<file path="config.mk">
export PLATFORM = sky130hd
export DESIGN_NAME = windowed_average_min_max_unit
export DESIGN_NICKNAME = d
export VERILOG_FILES = /design/src/rtl/core/wamm_pkg.sv /design/src/rtl/core/windowed_average_min_max_unit.sv /design/src/rtl/core/wamm_ctrl.sv /design/src/rtl/core/wamm_dp.sv
export SDC_FILE = /design/constraint.sdc
export NUM_CORES = 1
export LEC_CHECK = 0
export ABC_CLOCK_PERIOD_IN_PS = 7960
export BUFFER_PORTS_ARGS = -buffer_cell sky130_fd_sc_hd__buf_2
export CORE_MARGIN = 3
export CORE_UTILIZATION = 52
export DETAILED_ROUTE_END_ITERATION = 10
export PLACE_DENSITY = 0.69
export SLEW_MARGIN = 20
export SYNTH_ARGS = -nofsm -noshare
export SYNTH_HDL_FRONTEND = slang
export SYNTH_HIERARCHICAL = 1
export SYNTH_SLANG_ARGS = --single-unit
</file>
<file path="constraint.sdc">
create_clock -name clk -period 7.96 [get_ports clk]
set_clock_uncertainty 0.15 [all_clocks]
set_input_delay 0.398 -clock clk [delete_from_list [all_inputs] [get_ports clk]]
set_output_delay 0.398 -clock clk [all_outputs]
set_load 0.01 [all_outputs]
</file>
<file path="src/rtl/core/wamm_pkg.sv">
// Shared constants and control types for the windowed average, minimum and maximum unit.
package wamm_pkg;

  localparam int WINDOW   = 20;
  localparam int SAMPLE_W = 32;
  localparam int CNT_W    = $clog2(WINDOW + 1);
  localparam int POS_W    = (WINDOW > 1) ? $clog2(WINDOW) : 1;
  localparam int SUM_W    = SAMPLE_W + CNT_W;
  localparam int STEP_W   = $clog2(SUM_W);

  typedef struct packed {
    logic accept;
    logic update;
    logic div_step;
    logic load_out;
  } cmd_t;

  typedef struct packed {
    logic div_done;
    logic out_free;
  } status_t;

endpackage

</file>
<file path="src/rtl/core/windowed_average_min_max_unit.sv">
// Top level of the windowed average, minimum and maximum unit.
// Each sample goes through accept, update, divider steps of one quotient bit each,
// and load; no new sample is accepted until its result is loaded, and a result
// still waiting holds off the next load.
// Reset: synchronous; clears ring position, fill count, sum and extremes;
// ring contents stay undefined and need no clearing pass.
module windowed_average_min_max_unit (
  input  logic                            clk,
  input  logic                            rst,
  input  logic                            s_tvalid,
  output logic                            s_tready,
  input  logic [wamm_pkg::SAMPLE_W-1:0]   s_tdata,   // sample_ms
  output logic                            m_tvalid,
  input  logic                            m_tready,
  output logic [3*wamm_pkg::SAMPLE_W-1:0] m_tdata    // average_ms, minimum_ms, maximum_ms
);
  import wamm_pkg::*;

  cmd_t    cmd;
  status_t status;

  wamm_ctrl u_ctrl (
    .clk      (clk),
    .rst      (rst),
    .s_tvalid (s_tvalid),
    .s_tready (s_tready),
    .status   (status),
    .cmd      (cmd)
  );

  wamm_dp u_dp (
    .clk      (clk),
    .rst      (rst),
    .cmd      (cmd),
    .status   (status),
    .s_tdata  (s_tdata),
    .m_tvalid (m_tvalid),
    .m_tready (m_tready),
    .m_tdata  (m_tdata)
  );

endmodule

</file>
<file path="src/rtl/core/wamm_ctrl.sv">
// Controller state machine sequencing transfer, update, division and result load.
module wamm_ctrl (
  input  logic              clk,
  input  logic              rst,
  input  logic              s_tvalid,
  output logic              s_tready,
  input  wamm_pkg::status_t status,
  output wamm_pkg::cmd_t    cmd
);
  import wamm_pkg::*;

  localparam logic [1:0] ST_IDLE   = 2'd0;
  localparam logic [1:0] ST_UPDATE = 2'd1;
  localparam logic [1:0] ST_DIV    = 2'd2;
  localparam logic [1:0] ST_FINISH = 2'd3;

  logic [1:0] state;
  logic [1:0] state_next;

  always_ff @(posedge clk) begin
    if (rst) begin
      state <= ST_IDLE;
    end else begin
      state <= state_next;
    end
  end

  always_comb begin
    state_next   = state;
    cmd          = '0;
    s_tready     = 1'b0;
    unique case (state)
      ST_IDLE: begin
        s_tready = 1'b1;
        if (s_tvalid) begin
          cmd.accept = 1'b1;
          state_next = ST_UPDATE;
        end
      end
      ST_UPDATE: begin
        cmd.update = 1'b1;
        state_next = ST_DIV;
      end
      ST_DIV: begin
        cmd.div_step = 1'b1;
        if (status.div_done) begin
          state_next = ST_FINISH;
        end
      end
      ST_FINISH: begin
        if (status.out_free) begin
          cmd.load_out = 1'b1;
          state_next   = ST_IDLE;
        end
      end
      default: begin
        state_next = ST_IDLE;
      end
    endcase
  end

endmodule

</file>
<file path="src/rtl/core/wamm_dp.sv">
// Datapath: sample ring, running sum, extremes, restoring divider and output register.
module wamm_dp (
  input  logic                            clk,
  input  logic                            rst,
  input  wamm_pkg::cmd_t                  cmd,
  output wamm_pkg::status_t               status,
  input  logic [wamm_pkg::SAMPLE_W-1:0]   s_tdata,
  output logic                            m_tvalid,
  input  logic                            m_tready,
  output logic [3*wamm_pkg::SAMPLE_W-1:0] m_tdata
);
  import wamm_pkg::*;

  logic [SAMPLE_W-1:0] ring [WINDOW];
  logic [SAMPLE_W-1:0] sample_q;
  logic [SAMPLE_W-1:0] old_q;
  logic [POS_W-1:0]    pos;
  logic [CNT_W-1:0]    fill;
  logic [SUM_W-1:0]    sum;
  logic [SUM_W-1:0]    sum_next;
  logic [SAMPLE_W-1:0] lo;
  logic [SAMPLE_W-1:0] hi;
  logic [SUM_W-1:0]    qr;
  logic [CNT_W-1:0]    rem;
  logic [CNT_W:0]      trial;
  logic                ge;
  logic [STEP_W-1:0]   step;
  logic                full;
  logic                first;

  assign full  = (fill == CNT_W'(WINDOW));
  assign first = (fill == '0);

  always_comb begin
    sum_next = sum + SUM_W'(sample_q);
    if (full) begin
      sum_next = sum_next - SUM_W'(old_q);
    end
  end

  assign trial = {rem, qr[SUM_W-1]};
  assign ge    = (trial >= {1'b0, fill});

  always_ff @(posedge clk) begin
    if (cmd.accept) begin
      sample_q <= s_tdata;
      old_q    <= ring[pos];
    end
    if (cmd.update) begin
      ring[pos] <= sample_q;
    end
  end

  always_ff @(posedge clk) begin
    if (rst) begin
      pos  <= '0;
      fill <= '0;
      sum  <= '0;
      lo   <= '0;
      hi   <= '0;
      step <= '0;
    end else if (cmd.update) begin
      pos  <= (pos == POS_W'(WINDOW - 1)) ? '0 : pos + POS_W'(1);
      if (!full) begin
        fill <= fill + CNT_W'(1);
      end
      sum  <= sum_next;
      if (first || sample_q < lo) begin
        lo <= sample_q;
      end
      if (first || sample_q > hi) begin
        hi <= sample_q;
      end
      step <= '0;
    end else if (cmd.div_step) begin
      step <= step + STEP_W'(1);
    end
  end

  always_ff @(posedge clk) begin
    if (cmd.update) begin
      qr  <= sum_next;
      rem <= '0;
    end else if (cmd.div_step) begin
      qr  <= {qr[SUM_W-2:0], ge};
      rem <= ge ? trial[CNT_W-1:0] - fill : trial[CNT_W-1:0];
    end
  end

  assign status.div_done = (step == STEP_W'(SUM_W - 1));
  assign status.out_free = !m_tvalid || m_tready;

  always_ff @(posedge clk) begin
    if (rst) begin
      m_tvalid <= 1'b0;
    end else if (cmd.load_out) begin
      m_tvalid <= 1'b1;
    end else if (m_tready) begin
      m_tvalid <= 1'b0;
    end
  end

  always_ff @(posedge clk) begin
    if (cmd.load_out) begin
      m_tdata <= {hi, lo, qr[SAMPLE_W-1:0]};
    end
  end

endmodule
</file>
==> impl_metrics.env <==
export IMPL_status="complete, no violations"
export IMPL_port_buffers=133
export IMPL_fill_cells=6037
export IMPL_fin_crit_sh=0.786
export IMPL_ys_flop_type="edfxtp_1"
export IMPL_antenna_cells=0
export IMPL_routedWlPerCell_um=24.7
export IMPL_final_setup_tns_ns=0
export IMPL_cp_num_buf_inv=0
export IMPL_relSlewSlack=0.246
export IMPL_antenna_found_initial=1
export IMPL_synth_compound_area_frac=0.0713
export IMPL_die_y_um=290
export IMPL_post_route_drc_count=0
export IMPL_die_area_sq_um=83900
export IMPL_std_cell_rows=103
export IMPL_numCtsBuffers=96
export IMPL_worstMarginPinSlew_ns=1.13
export IMPL_critical_path_top_delay_family="compound AO/OA/AOI/OAI gates"
export IMPL_track_usage=0.239
export IMPL_ys_seq_elements=962
export IMPL_peakVddDrop_mv=0.243
export IMPL_synth_xor_area_frac=0.0152
export IMPL_cp_startpoint="u_dp/sample_q[0]$_DFFE_PP_"
export IMPL_crit_arrival_ns=6.60
export IMPL_fp_dieW_um=290
export IMPL_cts_sinks=962
export IMPL_synth_edff_count=837
export IMPL_yosysUniqueCellTypes=90
export IMPL_synthArstFlopShare=0
export IMPL_hpwl_mm=60.6
export IMPL_setup_viol=0
export IMPL_crit_slowest_cell="edfxtp_1"
export IMPL_drive_above_1_share=0.192
export IMPL_critical_path_class="register to register"
export IMPL_synth_most_common_cell="edfxtp_1"
export IMPL_slew_viol_final=0
export IMPL_seq_area_frac_synth=0.660
export IMPL_drtIter0Drc=2319
export IMPL_synthAdderAreaFrac=0.0445
export IMPL_cts_root_buf="clkbuf_16"
export IMPL_fmax_mhz=160
export IMPL_vias_per_cell=6.07
export IMPL_worstHoldStart="rst"
export IMPL_clock_path_buffers=3
export IMPL_synth_area_per_cell_sq_um=15.3
export IMPL_ys_top_cells_by_count="837 x edfxtp_1, 161 x mux4_2, 160 x nor2_1, 144 x ha_1, 144 x inv_1"
export IMPL_synth_top_family_by_area="multiplexers"
export IMPL_clkLatencyLatePin_ns=0.65
export IMPL_area_delta_synth_final_pct=12.7
export IMPL_r2r_start="u_dp/sample_q[0]$_DFFE_PP_"
export IMPL_grt_max_degree=133
export IMPL_wirelength_mm=100
export IMPL_synth_top_area_frac=0.600
export IMPL_yosys_warnings=6
export IMPL_hp_class="primary input to register"
export IMPL_drv_cap=0
export IMPL_htreeDepth=3
export IMPL_first_global_vias=24800
export IMPL_finalNetCount=3109
export IMPL_via_count=24600
export IMPL_initial_core_util=0.527
export IMPL_syn_num_nets=2916
export IMPL_cp_end_kind="register"
export IMPL_ant_nets=0
export IMPL_clk_pin_slew_worst_paths_ns=0.06
export IMPL_finalCriticalPeriod_ns=6.26
export IMPL_synthMuxAreaShare=0.121
export IMPL_startpoint_type="register"
export IMPL_gp_congestion=0.937
export IMPL_synth_area_top_cells="edfxtp_1 60%, mux4_2 8.7%, dfxtp_1 6.0%"
export IMPL_synth_simple_gate_area_frac=0.0624
export IMPL_core_area_sq_um=79400
export IMPL_max_stage_delay_ns=0.71
export IMPL_finalHoldViolCount=0
export IMPL_rsz0062_at_grt="false"
export IMPL_netlist_area_sq_um=41900
export IMPL_syn_inst=2733
export IMPL_crit_required_ns=8.30
export IMPL_power_density_nw_per_um2=379
export IMPL_io_pins=134
export IMPL_synth_area_leader_cell="edfxtp_1"
export IMPL_cts_tree="yes"
export IMPL_drt_pass1_iter_count=6
export IMPL_leakage_uw=0.0165
export IMPL_crit_fanout=24
export IMPL_worstPathCellList="ha_1, fa_1, a211o_1, nor4b_4, nor3_2, a21oi_1, o31ai_2, o21ai_0, xor2_1, ha_1, and3_1, and4_1, nand2_1, a211oi_1, nor2_1, o31ai_1, nand2_1, nand4_1, mux2_4, o21ai_1"
export IMPL_grt_pass1_wl_mm=150
export IMPL_grt_overflow_total=0
export IMPL_holdWs_ns=0.0869
==> worst reg2reg max path: stages, from the launching register on <==
cell and delay [ns]:
edfxtp_1 0.71, ha_1 0.38, fa_1 0.42, a211o_1 0.31
nor4b_4 0.15, nor3_2 0.37, a21oi_1 0.18, o31ai_2 0.38
o21ai_0 0.19, xor2_1 0.19, ha_1 0.36, and3_1 0.24
and4_1 0.23, nand2_1 0.07, a211oi_1 0.40, nor2_1 0.19
o31ai_1 0.47, nand2_1 0.18, nand4_1 0.15, mux2_4 0.32
o21ai_1 0.08
==> registers in the layout, summed over array words and instances, names as in the netlist <==
| name | count |
|---|---|
| u_dp/ring | 640 |
| u_dp/m_tdata | 96 |
| u_dp/qr | 37 |
| u_dp/sum | 37 |
| u_dp/hi | 32 |
| u_dp/lo | 32 |
| u_dp/old_q | 32 |
| u_dp/sample_q | 32 |
| u_dp/step | 6 |
| u_dp/fill | 5 |
| u_dp/pos | 5 |
| u_dp/rem | 5 |
| u_ctrl/state | 2 |
| u_dp/m_tvalid | 1 |
==> final timing paths <==
kind | end | slack, ns | cells past startpoint
worst min register to register | u_dp/m_tdata[88]$_DFFE_PP_ | 0.27 | 0
worst min-delay path | u_dp/lo[26]$_SDFFE_PP0P_ | 0.09 | 2
worst max-delay path | u_dp/qr[35]$_DFFE_PP_ | 1.70 | 20
worst max register to register | u_dp/qr[35]$_DFFE_PP_ | 1.70 | 20
==> power by group <==
part	internal (uW)	switching, uW	leakage, uW
Clock	2430	1860	0.00145
Sequential	6470	432	0.00862
Combinational	2720	3980	0.00643
==> through the flow <==
stage	area (sq um)	util	std cells	power [uW]	setup WS, ns
finish	47200	0.594	4052	17900	1.70
global route	47200	0.594	4052	18900	1.34
CTS	47200	0.594	4052	17900	1.81
detailed placement	43800	0.552	3844	13600	1.84
global placement	43800	0.552	3844	13400	2.04
floorplan	41900	-	2733	11900	2.95
==> area by class of cell <==
type | instances | area, sq um | share of cell area
sequential | 962 | 27600 | 0.586
multi-input combinational | 1496 | 13200 | 0.280
clock buffer | 129 | 2610 | 0.0553
timing repair buffer | 226 | 1480 | 0.0313
tap | 1050 | 1310 | 0.0278
inverter | 144 | 541 | 0.0115
clock inverter | 45 | 372 | 0.00788
==> layout by cell type, fill, tap and decap left out, types with 100 or more instances in the layout <==
master / netlist / final
nor2_1: 160 / 159
mux2i_1: 100 / 100
dfxtp_1: 125 / 122
inv_1: 144 / 144
edfxtp_1: 837 / 837
ha_1: 144 / 143
mux4_2: 161 / 161
buf_2: 17 / 132
a21oi_1: 101 / 101
nand2_1: 135 / 135
==> metal layers <==
metal | vias up | part of all wire | global-route usage
met5 | - | 0 | 0
met4 | 0 | 0.031 | 0.0738
met3 | 173 | 0.063 | 0.0365
met2 | 936 | 0.49 | 0.401
met1 | 12500 | 0.41 | 0.324
li1 | 11000 | - | -
==> what timing repair did <==
action,CTS,global route
hold buffers,34,0
setup buffers,0,0
hold endpoints to repair,34,0
resized for setup,0,0
==> logic make-up after synthesis <==
kind of cell,after synthesis
flip-flops,962
AND/OR/NAND/NOR,540
AO/OA/AOI/OAI,438
multiplexers,299
buffers and inverters,275
adder cells (fa/ha/maj),147
XOR/XNOR,72
Power figures use the tool's default switching activity.
